$ cat config.mk
export PLATFORM = sky130hd
export DESIGN_NAME = tdl_ctrl
export DESIGN_NICKNAME = d
export VERILOG_FILES = /design/src/design/tdl_pkg.sv /design/src/design/tdl_ctrl.sv
export VERILOG_INCLUDE_DIRS = /design/src /design/src/design
export SDC_FILE = /design/constraint.sdc
export NUM_CORES = 1
export LEC_CHECK = 0
export BUFFER_PORTS_ARGS = -buffer_cell sky130_fd_sc_hd__buf_4
export CORE_AREA = 4 4 41 43
export CTS_BUF_LIST = sky130_fd_sc_hd__clkbuf_4 sky130_fd_sc_hd__clkbuf_8
export DETAILED_ROUTE_END_ITERATION = 8
export DIE_AREA = 0 0 45 47
export PLACE_DENSITY = 0.3
export SYNTH_ARGS = -nofsm -noshare
export SYNTH_HDL_FRONTEND = slang
export SYNTH_SLANG_ARGS = --single-unit
$ cat constraint.sdc
create_clock -name clk -period 1 [get_ports clk]
set_clock_uncertainty 0.05 [all_clocks]
set_input_delay 0.15 -clock clk [delete_from_list [all_inputs] [get_ports clk]]
set_output_delay 0.15 -clock clk [all_outputs]
set_load 0.05 [all_outputs]
$ cat src/design/trie_dictionary_lookup_macros.svh
// Assertion macros shared by the trie lookup modules.
`ifndef TRIE_DICTIONARY_LOOKUP_MACROS_SVH
`define TRIE_DICTIONARY_LOOKUP_MACROS_SVH

`ifndef SYNTHESIS
// same-cycle implication
`define TDL_ASSERT_IMPLY(label, clk, rst_n, ante, cons) \
  label: assert property (@(posedge clk) disable iff (!rst_n) (ante) |-> (cons)) \
    else $error("tdl assertion failed");
// next-cycle implication
`define TDL_ASSERT_NEXT(label, clk, rst_n, ante, cons) \
  label: assert property (@(posedge clk) disable iff (!rst_n) (ante) |=> (cons)) \
    else $error("tdl assertion failed");
`else
`define TDL_ASSERT_IMPLY(label, clk, rst_n, ante, cons)
`define TDL_ASSERT_NEXT(label, clk, rst_n, ante, cons)
`endif

`endif

$ cat src/design/tdl_pkg.sv
package tdl_pkg;

  localparam int NODE_COUNT    = 4096;
  localparam int ALPHABET_SIZE = 27;
  localparam int COUNT_WIDTH   = 20;

  localparam int NODE_W = $clog2(NODE_COUNT);
  localparam int USED_W = NODE_W + 1;
  localparam int SLOT_W = $clog2(ALPHABET_SIZE);
  localparam int ROW_W  = ALPHABET_SIZE * NODE_W + 1;

  localparam logic [7:0] CH_LA   = 8'h61;  // 'a'
  localparam logic [7:0] CH_LZ   = 8'h7A;  // 'z'
  localparam logic [7:0] CH_UA   = 8'h41;  // 'A'
  localparam logic [7:0] CH_UZ   = 8'h5A;  // 'Z'
  localparam logic [7:0] CH_APOS = 8'h27;
  localparam logic [7:0] CH_NL   = 8'h0A;
  localparam logic [7:0] CH_NUL  = 8'h00;
  localparam logic [7:0] APOS_OFFSET = 8'd13;

  typedef logic [NODE_W-1:0] link_t;

  // one node: word mark plus one child link per slot
  typedef struct packed {
    logic                           mark;
    link_t [ALPHABET_SIZE-1:0]      links;
  } row_t;

  typedef enum logic [1:0] {
    CMD_INSERT = 2'd0,
    CMD_LOOKUP = 2'd1,
    CMD_CLEAR  = 2'd2,
    CMD_END    = 2'd3
  } cmd_e;

  typedef enum logic [1:0] {
    ERR_NONE    = 2'd0,
    ERR_ILLEGAL = 2'd1,
    ERR_FULL    = 2'd2
  } err_e;

  typedef enum logic [1:0] {
    S_INIT,
    S_IDLE,
    S_EXEC,
    S_ALLOC
  } state_e;

  typedef struct packed {
    logic init;     // clear root row after reset
    logic capture;  // latch the incoming item
    logic exec;     // act on the item, node row is on the read port
    logic alloc;    // clear the new node's row
  } ctrl_cmd_t;

  typedef struct packed {
    logic need_alloc;
  } dp_stat_t;

  typedef struct packed {
    logic              ok;
    logic [SLOT_W-1:0] idx;
  } slot_t;

  function automatic slot_t slot_of(input logic [7:0] c, input logic fold);
    slot_t s;
    s.ok  = 1'b0;
    s.idx = '0;
    if (c >= CH_LA && c <= CH_LZ) begin
      s.ok  = 1'b1;
      s.idx = SLOT_W'(c - CH_LA);
    end else if (fold && c >= CH_UA && c <= CH_UZ) begin
      s.ok  = 1'b1;
      s.idx = SLOT_W'(c - CH_UA);
    end else if (c == CH_APOS) begin
      s.ok  = 1'b1;
      s.idx = SLOT_W'(c - APOS_OFFSET);
    end
    return s;
  endfunction

endpackage

$ cat src/design/tdl_ctrl.sv
`include "trie_dictionary_lookup_macros.svh"

module tdl_ctrl (
  input  logic              clk,
  input  logic              rst_n,
  input  logic              start,
  output logic              busy,
  output logic              out_valid,
  output tdl_pkg::ctrl_cmd_t cmd,
  input  tdl_pkg::dp_stat_t  stat
);
  import tdl_pkg::*;

  state_e state_r, state_nxt;
  logic   out_valid_r, out_valid_nxt;
  logic   finish;

  always_ff @(posedge clk) begin
    if (!rst_n) begin
      state_r     <= S_INIT;
      out_valid_r <= 1'b0;
    end else begin
      state_r     <= state_nxt;
      out_valid_r <= out_valid_nxt;
    end
  end

  always_comb begin
    state_nxt = state_r;
    unique case (state_r)
      S_INIT:  state_nxt = S_IDLE;
      S_IDLE:  if (start) state_nxt = S_EXEC;
      S_EXEC:  state_nxt = stat.need_alloc ? S_ALLOC : S_IDLE;
      S_ALLOC: state_nxt = S_IDLE;
      default: state_nxt = S_IDLE;
    endcase
  end

  always_comb begin
    cmd    = '0;
    finish = 1'b0;
    unique case (state_r)
      S_INIT:  cmd.init = 1'b1;
      S_IDLE:  cmd.capture = start;
      S_EXEC: begin
        cmd.exec = 1'b1;
        finish   = !stat.need_alloc;
      end
      S_ALLOC: begin
        cmd.alloc = 1'b1;
        finish    = 1'b1;
      end
      default: cmd = '0;
    endcase
  end

  assign out_valid_nxt = finish;
  assign busy          = (state_r != S_IDLE);
  assign out_valid     = out_valid_r;

  `TDL_ASSERT_NEXT(a_accept_busy, clk, rst_n, start && !busy, busy)
  `TDL_ASSERT_NEXT(a_one_result, clk, rst_n, out_valid, !out_valid)
  `TDL_ASSERT_IMPLY(a_alloc_from_exec, clk, rst_n, state_r == S_ALLOC, $past(state_r) == S_EXEC)

endmodule

Yosys cells after proc, flatten, opt, wreduce, memory -nomap -nowiden
Cells that the tools add are included.
Storage, ports and cells
  flip-flop bits (word level): 3
Cells by class
  equal/unequal tests: 5
  multiplexer cells: 8
  reductions and logical operators: 3
Operators with widths (count)
  2-bit one-hot mux with 3 select lines: 1
  2-bit equality test, second input constant: 2
  1-bit two-way mux: 4
  2-bit two-way mux: 2
  2-bit by 1-bit equality test with 1-bit output, second input constant: 1
  2-bit logical NOT: 1
  2-bit by 1-bit != test with 1-bit output, second input constant: 1
  2-bit != test, second input constant: 1
  1-bit one-hot mux with 2 select lines: 1
  2-bit OR reduction: 1
  1-bit logical NOT: 1

Logic depth before layout (Yosys ltp)
Gate-level depths: netlist (run 1).
  depth in word-level cells: 3
  depth in mapped cells: 2

Least setup slack after synthesis (run 1)
Ideal clock, no wire load.
  kind: register to output
  start: reg state_r[1]
  end: out cmd[1] (netlist name)
  arrival: 1101 ps
  path slack: -301 ps
  cell stages (with the launch flop): 2
  path through: dfxtp_1 > nor2b_1
RTL lines
  start, declared: RTL line tdl_ctrl.sv:14  | state_e state_r, state_nxt;
  start signal, assigned: RTL line tdl_ctrl.sv:23  | state_r <= state_nxt;
  end, declared: RTL line tdl_ctrl.sv:9  | output tdl_pkg::ctrl_cmd_t cmd,

==> results of run 1 <==
==> cells by family after synthesis <==
logic type / after synthesis
AND/OR/NAND/NOR: 8
buffers and inverters: 2
AO/OA/AOI/OAI: 2
flip-flops: 3
==> state kept, by name, summed over array words and instances, names as in the netlist <==
register,count
out_valid,1
state_r,2
==> final timing paths <==
kind	start	to	slack, ns	cells after the start
hold / removal	stat	out_valid	0.05	2
setup reg to reg	state_r[1]	state_r[0]	0.02	3
hold reg to reg	state_r[1]	out_valid	0.63	4
setup / recovery	state_r[1]	cmd[2]	-0.22	3
==> metrics by stage <==
| stage | TNS [ns] | power [mW] |
|---|---|---|
| finish | -0.909 | 0.532 |
| global route | -1.10 | 0.558 |
| CTS | -0.964 | 0.536 |
| detailed placement | -0.0344 | 0.252 |
| global placement | -0.0131 | 0.250 |
| floorplan | -0.0223 | 0.203 |
==> cell usage after synthesis (all sizes together) <==
cell type / count
a21boi: 1
a21oi: 1
and2: 2
dfxtp: 3
inv: 2
nand2: 1
nand2b: 1
nand3b: 2
nor2: 1
nor2b: 1
==> layout by cell type, fill, tap and decap left out <==
master,synthesis,layout
dfxtp_4,0,1
nand2_1,1,1
nand3b_1,2,2
dfxtp_2,0,1
buf_8,0,3
buf_6,0,5
nand2b_4,0,1
clkinvlp_4,0,1
buf_4,0,8
dfxtp_1,3,1
clkbuf_4,0,4
nor2_4,0,1
nor2b_4,0,1
inv_1,2,1
a21oi_1,1,1
and2_4,0,2
a21boi_1,1,1
==> layer usage <==
metal | vias up | routed length (um)
li1 | 86 | -
met1 | 81 | 152
met2 | 7 | 246
met3 | 0 | 37
met4 | 0 | 0
met5 | - | 0
==> what timing repair did <==
item,CTS,global route
resized for setup,13,5
pin swaps,1,3
setup buffers,3,1
endpoints found under the setup margin,5,7
==> cell type report <==
type / instances / area share (%)
tap: 15 / 5.02
clock buffer: 4 / 8.03
inverter: 2 / 3.01
sequential: 3 / 17.4
multi-input combinational: 10 / 23.4
timing repair buffer: 16 / 43.1
==> critical path: cells and delay by family (launching register included) <==
kind / cells / cell delay (ns)
DFF: 1 / 0.31
buffers and inverters: 2 / 0.26
and+or+nand+nor: 1 / 0.22
==> where the power goes <==
group | internal [mW] | switching (mW)
sequential | 0.127 | 0.00586
combinational | 0.0824 | 0.0825
clock | 0.176 | 0.0582
==> metrics.cfg, run 1 <==
[routing]
drt_iter0_drc = 1
antenna_left = 0
drc_errors = 0
wire_per_inst_um = 8.70
firstDrtPassIters = 2
num_vias = 174
viasPerCell = 3.48
routed_wl_um = 435

[setup_path]
criticalPathCategory = reg2out
crit_required_ns = 0.80
worstPathMaxFanout = 3
slowest_stage = dfxtp_2
cp-start-kind = register
crit_chain = nand3b_1 > clkinvlp_4 > buf_8
arrival_ns = 1.02
endpoint_kind = primary output
cpPeakStageDelay_ns = 0.31

[clocking]
cts.htree.levels = 1
worstSkewPairLatency_ns = 0.23
clk_pin_slew_ns = 0.03
holdBufCountCts = 0
cts_made_buffers = 3
clockBufferDepth = 2
clock_sinks = 3
cts_tree = done
cts_root_buffer = clkbuf_4

[sta]
fin_crit_sh_pct = 122
rsz0062_at_grt = true
fmax_mhz = 821
hold_viol = 0
setup_viol = 5
tightestPinTransition_ns = 0.173
slew_headroom_pct = 88.4
worst_slack_ns = -0.219
fin_crit_ns = 1.22
hold_ws_ns = 0.0508
report.final.slew_viol_count = 0

[grt]
use_met3_pct = 1.15
groute.layer.met1.usage_pct = 4.54
grt_pass1_wl_um = 765
grt_max_degree = 5
grt_usage_pct = 5.52
grt_pass1_vias = 222
grt_overflow_total = 0
busiest_layer = met2
antenna_found_initial = 0
grtUsageMet2_pct = 9.04

[logic_synthesis]
syn_area_sq_um = 128
synth_top_family_by_area = simple AND/OR/NAND/NOR gates
synth.distinct_cells = 10
synthAdderAreaFrac_pct = 0
ys_seq_elements = 3
synthTopCellsByArea = dfxtp_1 (47%), nand3b_1 (12%), and2_1 (9.8%)
synthMuxAreaShare_pct = 0
synth_compound_area_share_pct = 9.80
syn_area_per_cell_sq_um = 8.51
ys_warn_count = 0
synth_top_area_share_pct = 47.1
post-synth-top-area-cell = dfxtp_1
synthesis.nets = 19
ys_seq_area_share_pct = 47.1
synth_cells = 15
synth_xor_xnor_area_share_pct = 0
synthSimpleGateAreaFrac_pct = 37.3

[final_layout]
areaGrowthSynthToFinish_pct = 193
stdcell_count = 50
seq_area_sq_um = 65.1
n_antenna_cell = 0
final_core_util_pct = 28.7
nNetsFinal = 40
finalInstanceArea_sq_um = 374
drive_above_1_share_pct = 80.0
multi_input_area_sq_um = 87.6
n_fill_cell = 145

[place]
dpl_cell_area_sq_um = 255
dpl_worst_slack_ns = -0.0226
place.gp.congestion = 0.677
io_buffers = 9
dpl.hpwl_um = 310
place_inst = 43

[floorplan]
die_y_um = 47
row_count = 13
io_pins = 10
die_area_sq_mm = 0.00212
initial_core_util_pct = 9.81
core_area_sq_mm = 0.00130
die_w_um = 45

[pwr]
p_leak_nw = 0.170
p_per_area_mw_per_mm2 = 1420
ir_drop_v = 0.000427

[outcome]
status = finished with violations
violations = negative setup slack

[job]
cap_violations = 0

[min_path]
min_path_type = in2reg

(Power assumes the default switching activity.)
==> run 2: changes to the inputs <==
--- a/config.mk
+++ b/config.mk
@@ -6,6 +6,7 @@
 export SDC_FILE = /design/constraint.sdc
 export NUM_CORES = 1
 export LEC_CHECK = 0
+export ABC_AREA = 1
 export BUFFER_PORTS_ARGS = -buffer_cell sky130_fd_sc_hd__buf_4
 export CORE_AREA = 4 4 41 43
 export CTS_BUF_LIST = sky130_fd_sc_hd__clkbuf_4 sky130_fd_sc_hd__clkbuf_8
==> metrics.cfg, run 2 <==
[outcome]
status = finished with violations
violations = negative setup slack

[final_layout]
final_core_util_pct = 26.1
final_cell_mix = buf_4 (7), clkbuf_4 (4), buf_6 (4)
final_common_cell = buf_4
top_register = state_r
n_antenna_cell = 0
nNetsFinal = 41
drive_above_1_share_pct = 77.8
largest_reg_flops = 2
stdcell_count = 51
areaGrowthSynthToFinish_pct = 153

[setup_path]
cp_num_buf_inv = 3
path_depth = 4
critPathTopFamily = flip-flops
timing.rr.start = state_r[0]
cpPeakStageDelay_ns = 0.35
critPathLaunch = state_r[1]
arrival_ns = 0.93
crit_chain = buf_6 > nand2_2 > inv_2 > buf_8
endpoint_kind = primary output
r2r_slack_ns = 0.04
endpoint = cmd[0]
slowest_stage = dfxtp_2
crit_required_ns = 0.80
criticalPathCategory = reg2out
r2r_end = state_r[0]
r2r_cells = 5
cp-start-kind = register
worstPathMaxFanout = 3

[clocking]
cts_made_buffers = 3
cts.htree.levels = 1
cts_tree = done
worstSkewPairLatency_ns = 0.23
clock_sinks = 3
cts_root_buffer = clkbuf_4
clockBufferDepth = 2
clk_pin_slew_ns = 0.04
holdBufCountCts = 0

[routing]
antenna_left = 0
viasPerCell = 3.31
routed_wl_um = 389
drt_iter0_drc = 1
wire_per_inst_um = 7.63
drc_errors = 0
firstDrtPassIters = 2
num_vias = 169

[sta]
fin_crit_sh_pct = 113
rsz0062_at_grt = true
tightestPinTransition_ns = 0.146
slew_headroom_pct = 90.3
fmax_mhz = 888
setup_viol = 5
hold_viol = 0
report.final.slew_viol_count = 0
tns_ns = -0.512
fin_crit_ns = 1.13
hold_ws_ns = 0.0566
worst_slack_ns = -0.126

[logic_synthesis]
post-synth-top-area-cell = dfxtp_1
synthAdderAreaFrac_pct = 0
ys_warn_count = 0
synthTopCellsByArea = dfxtp_1 (45%), inv_1 (17%), nand2_1 (11%)
synth.distinct_cells = 8
ys_seq_elements = 3
syn_area_sq_um = 134
synth_cells = 19
yosys_most_used_dff = dfxtp_1
synth_top_area_share_pct = 44.9
synth_compound_area_share_pct = 10.3
synthSimpleGateAreaFrac_pct = 28.0
synth_commonest_cells = inv_1 (6), nand2_1 (4), dfxtp_1 (3)
synth_xor_xnor_area_share_pct = 0
synth_edf_count = 0
synth_top_family_by_area = simple AND/OR/NAND/NOR gates
yosysMostFrequentCell = inv_1
ys_seq_area_share_pct = 44.9
synthMuxAreaShare_pct = 0
syn_area_per_cell_sq_um = 7.05
synthesis.nets = 23
async_flop_share_pct = 0

[min_path]
hold_path_depth = 2
min_path_type = in2reg

[floorplan]
die_w_um = 45
initial_core_util_pct = 10.3
die_y_um = 47
row_count = 13
die_area_sq_mm = 0.00212
io_pins = 10
core_area_sq_mm = 0.00130

[place]
place_inst = 45
place.gp.congestion = 0.672
io_buffers = 9

[grt]
grt_overflow_total = 0
antenna_found_initial = 0
grt_max_degree = 7
grt_pass1_wl_um = 724
grt_usage_pct = 5.21
grt_pass1_vias = 189

[pwr]
ir_drop_v = 0.000506
p_per_area_mw_per_mm2 = 1510
p_leak_nw = 0.162

[job]
cap_violations = 0

-- run 2: power by group --
group,switching [mW],internal (mW)
clock network,0.0620,0.177
registers,0.00977,0.127
logic,0.0789,0.0585
total,0.151,0.362
-- run 2: layout make-up --
class / count / area (sq um)
Inverter: 6 / 28.8
Fill cell: 157 / 962
Clock buffer: 4 / 30.0
Multi-Input combinational cell: 10 / 68.8
Tap cell: 15 / 18.8
Sequential cell: 3 / 65.1
Timing Repair Buffer: 13 / 128
-- run 2: repair_timing --
action                                  CTS  global route
resized for setup                        14             2
hold endpoints to repair                  0             0
endpoints found under the setup margin    5             6
buffers inserted                          2             0
-- run 2: worst min-delay path by stage --
stage               slack (ns)  start   endpoint
global placement          0.29   stat  out_valid
global route              0.05   stat  out_valid
finish                    0.06   stat  out_valid
detailed placement        0.29   stat  out_valid
CTS                       0.05   stat  out_valid
floorplan                 0.19   stat  out_valid
-- run 2: per-layer routing --
layer	wire length, um	track usage (%)
met5	0	0
met4	0	7.02
met3	61	2.68
met2	172	7.06
met1	155	4.99
-- run 2: stage by stage --
step	total power, mW	cell area [sq um]	worst slack [ns]
after floorplan	0.205	144	-0.0361
after global placement	0.247	245	-0.0547
after detailed placement	0.247	245	-0.0468
after CTS	0.522	334	-0.133
after global routing	0.548	339	-0.187
final	0.512	339	-0.126
-- run 2: cells by family after synthesis --
group                  after synthesis
AOI/OAI and AO/OA                    2
buffers and inverters                6
DFF                                  3
and+or+nand+nor                      8
==> run 3: changes to the inputs <==
==> constraint.sdc (replaced) <==
create_clock -name clk -period 0.9 [get_ports clk]
set_clock_uncertainty 0.05 [all_clocks]
set_input_delay 0.135 -clock clk [delete_from_list [all_inputs] [get_ports clk]]
set_output_delay 0.135 -clock clk [all_outputs]
set_load 0.05 [all_outputs]
==> metrics.cfg, run 3 (synthesis gave the netlist of run 2 again) <==
[floorplan]
io_pins = 10
row_count = 13
initial_core_util_pct = 10.3
die_w_um = 45
die_y_um = 47
core_area_sq_mm = 0.00130
die_area_sq_mm = 0.00212

[pwr]
p_leak_nw = 0.164
p_per_area_mw_per_mm2 = 1570
ir_drop_v = 0.000460
finalPower_mw = 0.578

[routing]
num_vias = 171
top_layer = met3
drc_errors = 0
antenna_left = 0
viasPerCell = 3.29
firstDrtPassIters = 1
drt_iter0_drc = 0
routed_wl_um = 388
route.met3.wl_um = 60
m1WireLength_um = 145
wire_per_inst_um = 7.46
met2_length_um = 183

[clocking]
cts_root_buffer = clkbuf_4
worstSkewPairLatency_ns = 0.23
cts_made_buffers = 3
clock_sinks = 3
cts.htree.levels = 1
clk_pin_slew_ns = 0.04
cts_tree = done
clockBufferDepth = 2
holdBufCountCts = 0

[sta]
worst_slack_ns = -0.234
fin_crit_sh_pct = 126
hold_ws_ns = 0.0320
report.final.slew_viol_count = 0
hold_viol = 0
slew_headroom_pct = 91.6
rsz0062_at_grt = true
fmax_mhz = 882
tightestPinTransition_ns = 0.127
fin_crit_ns = 1.13
setup_viol = 7

[grt]
antenna_found_initial = 0
grt_usage_pct = 4.97
grt_overflow_total = 0
grt_pass1_wl_um = 662
grt_pass1_vias = 176
grt_max_degree = 7

[place]
dpl.hpwl_um = 304
place.gp.congestion = 0.683
dpl_worst_slack_ns = -0.0657
io_buffers = 9
place_inst = 46

[final_layout]
final_common_cell = buf_4
largest_reg_flops = 2
areaGrowthSynthToFinish_pct = 175
final_cell_mix = buf_4 (7), buf_6 (5), clkbuf_4 (4)
nNetsFinal = 42
top_register = state_r
final_core_util_pct = 28.3
drive_above_1_share_pct = 81.1
n_antenna_cell = 0
stdcell_count = 52

[outcome]
status = finished with violations
violations = negative setup slack

[setup_path]
cp_num_buf_inv = 2
cp-start-kind = register
criticalPathCategory = reg2out
critPathTopFamily = flip-flops
slowest_stage = dfxtp_4
worstPathMaxFanout = 4
endpoint_kind = primary output
arrival_ns = 0.95
crit_required_ns = 0.71
cpPeakStageDelay_ns = 0.35
crit_chain = buf_4 > nor2_4 > buf_6

[job]
cap_violations = 0

[min_path]
min_path_type = in2reg

run 3: final cells by class:
cell class / count / area [sq um]
Fill cell: 153 / 933
Timing Repair Buffer: 14 / 139
Multi-Input combinational cell: 10 / 78.8
Sequential cell: 3 / 68.8
Inverter: 6 / 32.5
Clock buffer: 4 / 30.0
Tap cell: 15 / 18.8
run 3: worst paths after layout:
check	startpoint	to	slack, ns	cells past startpoint
setup / recovery	state_r[1]	cmd[3]	-0.23	3
hold / removal	stat	out_valid	0.03	2
setup reg to reg	state_r[1]	state_r[1]	-0.20	6
hold reg to reg	state_r[0]	out_valid	0.51	2
run 3: routing by layer:
metal,global-route usage (%),up-vias
li1,-,90
met1,4.99,72
met2,6.50,9
met3,3.45,0
met4,5.26,0
met5,0,-
run 3: where the power goes:
| group | switching, mW | internal [mW] | total, mW |
|---|---|---|---|
| clock | 0.0667 | 0.196 | 0.263 |
| combinational | 0.0896 | 0.0715 | 0.161 |
| sequential | 0.0147 | 0.139 | 0.154 |
| total | 0.171 | 0.407 | 0.578 |
run 3: stage by stage:
stage / TNS [ns] / area [sq um]
floorplan: -0.138 / 154
global placement: -0.105 / 263
detailed placement: -0.131 / 263
CTS: -1.32 / 353
global route: -1.75 / 368
finish: -1.41 / 368
run 3: timing repair:
item,4_1_cts,5_1_grt
buffers inserted,1,1
pin swaps,1,1
setup endpoints to repair,8,8
resized for setup,14,3
run 3: worst reg2reg max path, delay by kind of cell (launching register included):
| family | cells | cell delay (ns) |
|---|---|---|
| compound gates | 1 | 0.10 |
| flops | 1 | 0.35 |
| simple gates | 1 | 0.07 |
| buf+inv | 4 | 0.45 |
